$ cat src/hw/rtl/lcs_pkg.sv
// Shared types and constants for the LCS length engine.
// No dependencies; used by lcs_length_engine, lcs_cell_unit and the testbench.
`timescale 1ns / 1ps

package lcs_pkg;

   localparam int MAX_LEN_DEF     = 128;
   localparam int SYMBOL_BITS_DEF = 8;

   localparam int OP_W   = 2;
   localparam int SYM_IN_W = 8;
   localparam int LEN_OUT_W = 8;

   localparam logic [OP_W-1:0] OP_APPEND_A = 2'd0;
   localparam logic [OP_W-1:0] OP_APPEND_B = 2'd1;
   localparam logic [OP_W-1:0] OP_COMPUTE  = 2'd2;

   typedef enum logic [2:0] {
      ST_IDLE,
      ST_ROW,
      ST_READ,
      ST_CALC,
      ST_DONE
   } state_type;

   typedef struct packed {
      logic row_start;
      logic step;
      logic first_row;
   } cell_ctrl_type;

endpackage

$ cat src/hw/rtl/lcs_length_engine.sv
// Top level of the LCS length engine: string stores, score row, walk sequencer.
// Depends on lcs_pkg, lcs_ram and lcs_cell_unit.
//
//   channel | direction | handshake            | payload
//   req     | in        | req_valid/req_stall  | req_operation, req_symbol
//   rsp     | out       | rsp_valid/rsp_stall  | rsp_lcs_length, rsp_overflow
//
// An append is accepted in ST_IDLE without a stall; a new item may follow in the next cycle.
// A compute walks the table: ST_ROW for each row, then ST_READ and ST_CALC for each cell,
// or goes straight to ST_DONE with an empty string; row reads and writes use separate ports.
// req_stall is high for the whole compute; the result waits in an output register,
// so appends go on while rsp_stall holds a transfer back.
// Reset clears the lengths, the overflow flag and the output valid; no memory clear pass.
`timescale 1ns / 1ps

module lcs_length_engine #(
   parameter int MAX_LEN     = lcs_pkg::MAX_LEN_DEF,
   parameter int SYMBOL_BITS = lcs_pkg::SYMBOL_BITS_DEF
) (
   input  logic                           clock,
   input  logic                           reset,
   input  logic                           req_valid,
   output logic                           req_stall,
   input  logic [lcs_pkg::OP_W-1:0]       req_operation,
   input  logic [lcs_pkg::SYM_IN_W-1:0]   req_symbol,
   output logic                           rsp_valid,
   input  logic                           rsp_stall,
   output logic [lcs_pkg::LEN_OUT_W-1:0]  rsp_lcs_length,
   output logic                           rsp_overflow
);

   localparam int LEN_W = $clog2(MAX_LEN + 1);
   localparam int IDX_W = $clog2(MAX_LEN);
   localparam int SAT_W = LEN_W + lcs_pkg::LEN_OUT_W;

   lcs_pkg::state_type state_ff, state_in;

   logic [LEN_W-1:0] len_a_ff, len_a_in;
   logic [LEN_W-1:0] len_b_ff, len_b_in;
   logic             ovf_ff, ovf_in;
   logic [LEN_W-1:0] i_ff, i_in;
   logic [LEN_W-1:0] j_ff, j_in;
   logic [LEN_W-1:0] last_ff, last_in;
   logic             rsp_valid_ff, rsp_valid_in;
   logic [lcs_pkg::LEN_OUT_W-1:0] rsp_len_ff, rsp_len_in;
   logic             rsp_ovf_ff, rsp_ovf_in;

   logic [SYMBOL_BITS+lcs_pkg::SYM_IN_W-1:0] sym_ext;
   logic [SYMBOL_BITS-1:0] sym_w;
   logic [LEN_W-1:0] j_m1;
   logic [LEN_W-1:0] i_p1;
   logic [SAT_W-1:0] last_ext;
   logic [lcs_pkg::LEN_OUT_W-1:0] len_sat;

   logic a_we, b_we, a_re, b_re, row_re, row_we;
   logic [SYMBOL_BITS-1:0] a_sym, b_sym;
   logic [LEN_W-1:0] up_score, cell_score;
   lcs_pkg::cell_ctrl_type ctrl;

   assign sym_ext  = {{SYMBOL_BITS{1'b0}}, req_symbol};
   assign sym_w    = sym_ext[SYMBOL_BITS-1:0];
   assign j_m1     = j_ff - LEN_W'(1);
   assign i_p1     = i_ff + LEN_W'(1);
   assign last_ext = {{lcs_pkg::LEN_OUT_W{1'b0}}, last_ff};
   assign len_sat  = (last_ext > SAT_W'(255)) ? {lcs_pkg::LEN_OUT_W{1'b1}}
                                               : last_ext[lcs_pkg::LEN_OUT_W-1:0];

   lcs_ram #(.WIDTH(SYMBOL_BITS), .DEPTH(MAX_LEN)) u_store_a (
      .clock   (clock),
      .wr_en   (a_we),
      .wr_addr (len_a_ff[IDX_W-1:0]),
      .wr_data (sym_w),
      .rd_en   (a_re),
      .rd_addr (i_ff[IDX_W-1:0]),
      .rd_data (a_sym)
   );

   lcs_ram #(.WIDTH(SYMBOL_BITS), .DEPTH(MAX_LEN)) u_store_b (
      .clock   (clock),
      .wr_en   (b_we),
      .wr_addr (len_b_ff[IDX_W-1:0]),
      .wr_data (sym_w),
      .rd_en   (b_re),
      .rd_addr (j_m1[IDX_W-1:0]),
      .rd_data (b_sym)
   );

   lcs_ram #(.WIDTH(LEN_W), .DEPTH(MAX_LEN + 1)) u_score_row (
      .clock   (clock),
      .wr_en   (row_we),
      .wr_addr (j_ff),
      .wr_data (cell_score),
      .rd_en   (row_re),
      .rd_addr (j_ff),
      .rd_data (up_score)
   );

   lcs_cell_unit #(.SCORE_W(LEN_W), .SYM_W(SYMBOL_BITS)) u_cell (
      .clock      (clock),
      .ctrl       (ctrl),
      .a_sym      (a_sym),
      .b_sym      (b_sym),
      .up_score   (up_score),
      .cell_score (cell_score)
   );

   always_comb begin
      state_in     = state_ff;
      len_a_in     = len_a_ff;
      len_b_in     = len_b_ff;
      ovf_in       = ovf_ff;
      i_in         = i_ff;
      j_in         = j_ff;
      last_in      = last_ff;
      rsp_valid_in = rsp_valid_ff & rsp_stall;
      rsp_len_in   = rsp_len_ff;
      rsp_ovf_in   = rsp_ovf_ff;
      a_we         = 1'b0;
      b_we         = 1'b0;
      a_re         = 1'b0;
      b_re         = 1'b0;
      row_re       = 1'b0;
      row_we       = 1'b0;
      ctrl         = '0;
      ctrl.first_row = (i_ff == '0);
      unique case (state_ff)
         lcs_pkg::ST_IDLE: begin
            if (req_valid) begin
               if (req_operation == lcs_pkg::OP_APPEND_A) begin
                  if (len_a_ff < LEN_W'(MAX_LEN)) begin
                     a_we     = 1'b1;
                     len_a_in = len_a_ff + LEN_W'(1);
                  end else begin
                     ovf_in = 1'b1;
                  end
               end else if (req_operation == lcs_pkg::OP_APPEND_B) begin
                  if (len_b_ff < LEN_W'(MAX_LEN)) begin
                     b_we     = 1'b1;
                     len_b_in = len_b_ff + LEN_W'(1);
                  end else begin
                     ovf_in = 1'b1;
                  end
               end else if (req_operation == lcs_pkg::OP_COMPUTE) begin
                  last_in = '0;
                  i_in    = '0;
                  if (len_a_ff == '0 || len_b_ff == '0) begin
                     state_in = lcs_pkg::ST_DONE;
                  end else begin
                     state_in = lcs_pkg::ST_ROW;
                  end
               end
            end
         end
         lcs_pkg::ST_ROW: begin
            a_re           = 1'b1;
            ctrl.row_start = 1'b1;
            j_in           = LEN_W'(1);
            state_in       = lcs_pkg::ST_READ;
         end
         lcs_pkg::ST_READ: begin
            b_re     = 1'b1;
            row_re   = 1'b1;
            state_in = lcs_pkg::ST_CALC;
         end
         lcs_pkg::ST_CALC: begin
            ctrl.step = 1'b1;
            row_we    = 1'b1;
            last_in   = cell_score;
            if (j_ff == len_b_ff) begin
               if (i_p1 == len_a_ff) begin
                  state_in = lcs_pkg::ST_DONE;
               end else begin
                  i_in     = i_p1;
                  state_in = lcs_pkg::ST_ROW;
               end
            end else begin
               j_in     = j_ff + LEN_W'(1);
               state_in = lcs_pkg::ST_READ;
            end
         end
         lcs_pkg::ST_DONE: begin
            if (!rsp_valid_ff || !rsp_stall) begin
               rsp_valid_in = 1'b1;
               rsp_len_in   = len_sat;
               rsp_ovf_in   = ovf_ff;
               len_a_in     = '0;
               len_b_in     = '0;
               ovf_in       = 1'b0;
               state_in     = lcs_pkg::ST_IDLE;
            end
         end
         default: begin
            state_in = lcs_pkg::ST_IDLE;
         end
      endcase
   end

   always_ff @(posedge clock) begin
      if (reset) begin
         state_ff <= lcs_pkg::ST_IDLE;
      end else begin
         state_ff <= state_in;
      end
   end

   always_ff @(posedge clock) begin
      if (reset) begin
         len_a_ff     <= '0;
         len_b_ff     <= '0;
         ovf_ff       <= 1'b0;
         rsp_valid_ff <= 1'b0;
      end else begin
         len_a_ff     <= len_a_in;
         len_b_ff     <= len_b_in;
         ovf_ff       <= ovf_in;
         rsp_valid_ff <= rsp_valid_in;
      end
   end

   always_ff @(posedge clock) begin
      i_ff       <= i_in;
      j_ff       <= j_in;
      last_ff    <= last_in;
      rsp_len_ff <= rsp_len_in;
      rsp_ovf_ff <= rsp_ovf_in;
   end

   assign req_stall      = (state_ff != lcs_pkg::ST_IDLE);
   assign rsp_valid      = rsp_valid_ff;
   assign rsp_lcs_length = rsp_len_ff;
   assign rsp_overflow   = rsp_ovf_ff;

   a_len_bound: assert property (@(posedge clock) disable iff (reset)
      (len_a_ff <= LEN_W'(MAX_LEN)) && (len_b_ff <= LEN_W'(MAX_LEN)))
      else $error("string length beyond store depth");

   a_calc_index: assert property (@(posedge clock) disable iff (reset)
      (state_ff == lcs_pkg::ST_CALC) |->
         (j_ff != '0) && (j_ff <= len_b_ff) && (i_ff < len_a_ff))
      else $error("table walk index out of range");

   a_cell_bound: assert property (@(posedge clock) disable iff (reset)
      (state_ff == lcs_pkg::ST_CALC) |-> (cell_score <= j_ff))
      else $error("cell score exceeds column");

   a_done_emit: assert property (@(posedge clock) disable iff (reset)
      (state_ff == lcs_pkg::ST_DONE) && !(rsp_valid_ff && rsp_stall) |=>
         (state_ff == lcs_pkg::ST_IDLE) && rsp_valid_ff && (len_a_ff == '0)
         && (len_b_ff == '0) && !ovf_ff)
      else $error("compute finished without result or state release");

endmodule

$ cat src/hw/rtl/lcs_ram.sv
// Generic single-write, single-read RAM with registered read data.
// No dependencies.
`timescale 1ns / 1ps

module lcs_ram #(
   parameter int WIDTH = 8,
   parameter int DEPTH = 128,
   localparam int AW = (DEPTH > 1) ? $clog2(DEPTH) : 1
) (
   input  logic             clock,
   input  logic             wr_en,
   input  logic [AW-1:0]    wr_addr,
   input  logic [WIDTH-1:0] wr_data,
   input  logic             rd_en,
   input  logic [AW-1:0]    rd_addr,
   output logic [WIDTH-1:0] rd_data
);

   logic [WIDTH-1:0] mem [DEPTH];
   logic [WIDTH-1:0] rd_data_ff;

   always_ff @(posedge clock) begin
      if (wr_en) begin
         mem[wr_addr] <= wr_data;
      end
      if (rd_en) begin
         rd_data_ff <= mem[rd_addr];
      end
   end

   assign rd_data = rd_data_ff;

endmodule

$ cat src/hw/rtl/lcs_cell_unit.sv
// Shared table cell unit: compare two symbols, take diagonal plus one or the larger
// neighbour, and hold the running diagonal and left scores. Depends on lcs_pkg.
`timescale 1ns / 1ps

module lcs_cell_unit #(
   parameter int SCORE_W = 8,
   parameter int SYM_W   = 8
) (
   input  logic                  clock,
   input  lcs_pkg::cell_ctrl_type ctrl,
   input  logic [SYM_W-1:0]      a_sym,
   input  logic [SYM_W-1:0]      b_sym,
   input  logic [SCORE_W-1:0]    up_score,
   output logic [SCORE_W-1:0]    cell_score
);

   logic [SCORE_W-1:0] diag_ff, diag_in;
   logic [SCORE_W-1:0] left_ff, left_in;
   logic [SCORE_W-1:0] up_eff;

   always_comb begin
      up_eff = ctrl.first_row ? '0 : up_score;
      if (a_sym == b_sym) begin
         cell_score = diag_ff + SCORE_W'(1);
      end else if (up_eff > left_ff) begin
         cell_score = up_eff;
      end else begin
         cell_score = left_ff;
      end
      diag_in = diag_ff;
      left_in = left_ff;
      if (ctrl.row_start) begin
         diag_in = '0;
         left_in = '0;
      end else if (ctrl.step) begin
         diag_in = up_eff;
         left_in = cell_score;
      end
   end

   always_ff @(posedge clock) begin
      diag_ff <= diag_in;
      left_ff <= left_in;
   end

endmodule

$ cat config.mk
export PLATFORM = sky130hd
export DESIGN_NAME = lcs_length_engine
export DESIGN_NICKNAME = d
export VERILOG_FILES = /design/src/hw/rtl/lcs_pkg.sv /design/src/hw/rtl/lcs_length_engine.sv /design/src/hw/rtl/lcs_ram.sv /design/src/hw/rtl/lcs_cell_unit.sv
export SDC_FILE = /design/constraint.sdc
export NUM_CORES = 2
export LEC_CHECK = 0
export ABC_AREA = 1
export BUFFER_PORTS_ARGS = -buffer_cell sky130_fd_sc_hd__clkbuf_2
export CAP_MARGIN = 20
export CORE_UTILIZATION = 52
export DETAILED_ROUTE_END_ITERATION = 10
export PLACE_DENSITY = 0.69
export SLEW_MARGIN = 25
export SYNTH_ARGS = -nofsm -noshare
export SYNTH_HDL_FRONTEND = slang
export SYNTH_SLANG_ARGS = --single-unit
$ cat constraint.sdc
create_clock -name clock -period 7 [get_ports clock]
set_input_delay 1.05 -clock clock [delete_from_list [all_inputs] [get_ports clock]]
set_output_delay 1.05 -clock clock [all_outputs]
set_load 0.02 [all_outputs]
==> results.py <==
metrics = {
    "drt": {
        "route.layer.met1.wl_um": 131000,
        "first_iter_violations": 11116,
        "met2_wirelength_um": 154000,
        "wl_um": 323000,
        "route.detailed.drc": 0,
        "dr_wl_met3_um": 28200,
        "detail_route.vias_per_cell": 6.01,
        "via_count": 83193,
        "highest-signal-layer": "met5",
        "detail_route.wl_per_cell_um": 23.3,
        "antenna_left": 0,
        "detailedRoute.firstPassIterationCount": 6,
    },
    "final_layout": {
        "final_layout_size_suffix_gt1_share_pct": 5.96,
        "syn2layout_area_growth_pct": 9.72,
        "leading_cell_type_in_the_layout_fill_and_taps_excluded": "sky130_fd_sc_hd__edfxtp_1",
        "final_design_area_no_fill_um2": 141000,
        "largest_reg_flops": 1032,
        "top_register": "u_score_row.mem",
        "design.final.nets": 10432,
        "layout.cells.most_common_list": "sky130_fd_sc_hd__edfxtp_1 (3137), sky130_fd_sc_hd__nor2_1 (2385), sky130_fd_sc_hd__o21ai_0 (1423)",
        "top_regs": "u_score_row.mem x1032, u_store_a.mem x1024, u_store_b.mem x1024",
    },
    "cts": {
        "cts.root.buffer_cell": "sky130_fd_sc_hd__clkbuf_16",
        "postCtsResizedCells": 0,
        "tritoncts": "done",
        "clk_pin_slew_ps": 60,
        "hold_buffers": 0,
        "cts-buffers-inserted": 332,
        "cts_htree_levels": 5,
        "cts_buffer_depth": 4,
        "cts_setup_buffers": 0,
        "clkSinkCount": 3174,
        "clkLatencyLatePin_ps": 1000,
    },
    "placed_design": {
        "post_dp_area_um2": 131000,
        "port_buffers": 24,
        "place_hpwl_um": 177000,
        "place_congestion": 0.887,
        "dpl_worst_slack_ps": 1790,
    },
    "power_and_ir_drop": {
        "ir_drop_v": 0.000220,
        "p_per_area_nw_per_um2": 279,
        "power.leakage_nw": 46.6,
    },
    "grt": {
        "grt_max_degree": 256,
        "grt-ovfl-total": 0,
        "grtUsageTotal_pct": 25.5,
        "grt_antenna_before_repair": 4,
        "grt_pass1_wl_um": 487000,
        "grt_pass1_vias": 79171,
    },
    "worst_setup_path": {
        "slowest_stage": "sky130_fd_sc_hd__clkinv_2",
        "ff2ff_path_depth": 16,
        "timing.critical_path.max_delay_family": "simple AND/OR/NAND/NOR gates",
        "worst_ep_arrival_time_ps": 5960,
        "rr_endpoint": "last_ff[7]$_SDFFCE_PN0P_",
        "timing.reg2reg.setup_slack_ps": 1880,
        "critical_path_buf_inv_count": 4,
        "timing_worst_setup_path_type": "flip-flop to flip-flop",
        "path_cells": "clkinv_2, ha_1, nand4_1, nand2_1, inv_1, ha_1, a21oi_1, o21ai_0, nand2_1, nand2_1, nand2_1, o211ai_1, nand2_4, buf_4, nand2_1, inv_1",
        "critPathMostFrequentCell": "sky130_fd_sc_hd__nand2_1",
        "cp_data_required_time_ps": 7850,
        "cp_slowest_stage_delay_ps": 730,
        "timing.rr.start": "i_ff[1]$_SDFFCE_PN0P_",
        "timing.critical_path.fanout_max": 81,
        "startpoint_type_of_the_worst_setup_path": "flip-flop",
        "cp-end-kind": "flip-flop",
    },
    "synth": {
        "yosysUniqueCellTypes": 43,
        "synthesis.area_um2": 129000,
        "synth_nets": 10640,
        "yosysSeqAreaShare_pct": 73.7,
        "ys.warnings.count": 0,
        "synth-seq-cells": 3174,
        "syn-mean-instance-area_um2": 12.1,
        "syn-instance-count": 10606,
    },
    "sta": {
        "layout_worst_path_cycle_share_pct": 73.1,
        "max_freq_mhz": 195,
        "final-max-slew-violation-count": 0,
        "slew-limit-headroom_pct": 19.3,
        "layout_setup_ws_ps": 1880,
        "finalSetupTns_ps": 0,
        "period_minus_slack_ps": 5120,
        "clock-skew-final_ps": 78.4,
        "total_count_of_hold_check_failures_in_the_final_report": 0,
        "setup_violations_final": 0,
        "worst-slew-pin-transition_ps": 1210,
        "rsz0062_at_grt": "no",
    },
    "run_status": {
        "outcome": "finished clean",
    },
    "min_path": {
        "worst_hold_path_type": "primary input to flip-flop",
        "end_point_of_the_most_critical_hold_path": "rsp_valid$_SDFF_PP0_",
        "worstHoldStart": "rsp_stall",
        "hold_path_depth": 3,
    },
    "floorplan": {
        "die_h_um": 500,
        "fp-row-count": 182,
        "num_io_pins": 25,
        "dieWidth_um": 500,
        "core_area_um2": 246000,
        "start_util_pct": 52.4,
        "die_area_um2": 250000,
    },
    "flow_run": {
        "max_cap_violations": 0,
    },
}
==> metal layers <==
layer  up-vias  track usage (%)
li1      37555                -
met2      4148             40.8
met5         -                0
met4         4             8.63
met3       661             3.96
met1     40825             35.7
==> layout make-up <==
class	count	area, um^2
sequential	3174	94900
fill	19248	105000
clock buffer	401	8690
tap	3220	4030
multi-input combinational	6513	29900
inverter	252	996
timing repair buffer	125	1250
clock inverter	159	1510
antenna	2	5.00
==> worst register-to-register path: cells and delay by family, from the launching register on <==
kind                     cells  cell delay, ps
AO/OA/AOI/OAI                3             440
adder cells (fa/ha/maj)      2             810
buffers and inverters        4            1550
flip-flops                   1             410
AND/OR/NAND/NOR              7            1810
==> through the flow <==
stage / utilization (%) / hold slack, ps / cells / power, mW
after floorplan: - / 400 / 10606 / 22.4
after global placement: 53.2 / 468 / 13281 / 23.0
after detailed placement: 53.2 / 470 / 13281 / 23.0
after CTS: 57.4 / 388 / 13841 / 39.5
after global routing: 57.4 / 424 / 13846 / 40.4
final: 57.4 / 438 / 13846 / 39.5
==> worst max path at each step <==
stage,endpoint,cells past startpoint,from,slack [ps]
global placement,u_score_row.mem[113][0]$_DFFE_PP_,16,i_ff[1]$_SDFFCE_PN0P_,1840
CTS,u_score_row.mem[71][0]$_DFFE_PP_,16,i_ff[1]$_SDFFCE_PN0P_,1760
global route,last_ff[7]$_SDFFCE_PN0P_,16,i_ff[1]$_SDFFCE_PN0P_,1520
detailed placement,u_score_row.mem[117][0]$_DFFE_PP_,16,i_ff[1]$_SDFFCE_PN0P_,1790
floorplan,u_score_row.mem[0][6]$_DFFE_PP_,18,i_ff[0]$_SDFFCE_PN0P_,2130
finish,last_ff[7]$_SDFFCE_PN0P_,16,i_ff[1]$_SDFFCE_PN0P_,1880
==> Yosys cell counts (all sizes together) <==
cell type  count  area (um^2)
clkinv         8         30.0
inv          244          918
xor2           5         58.8
nor4           2         12.5
nand3b         2         15.0
nand4         42          263
xnor2          5         43.8
nor2        2397         9050
clkbuf       310         1160
o21ai       1570         7860
nand2       1208         4550
a211oi         6         45.0
nor3          27          135
buf          357         1990
a21oi        192          961
a21boi        37          278
ha            20          250
o21a           1         7.51
a22oi          7         52.6
dfxtp         37          741
edfxtp      3137        94200
o31ai          1         12.5
or2            4         25.0
a2111oi        2         18.8
o211ai       374         2810
nand3        481         2450
o22ai        130          813
==> logic make-up after synthesis <==
family / Yosys count / synth area share, %
buffers and inverters: 919 / 3.19
AOI/OAI and AO/OA: 2320 / 9.99
adders and majority gates: 20 / 0.194
DFF: 3174 / 73.7
and+or+nand+nor: 4163 / 12.8
xor gates and xnor gates: 10 / 0.0797
==> power breakdown <==
part	total, mW	internal (mW)	switching [mW]
combinational	1.38	0.234	1.14
clock	16.8	9.75	7.07
sequential	21.3	21.2	0.0205
total	39.5	31.2	8.23
Power figures use the tool's default switching activity.
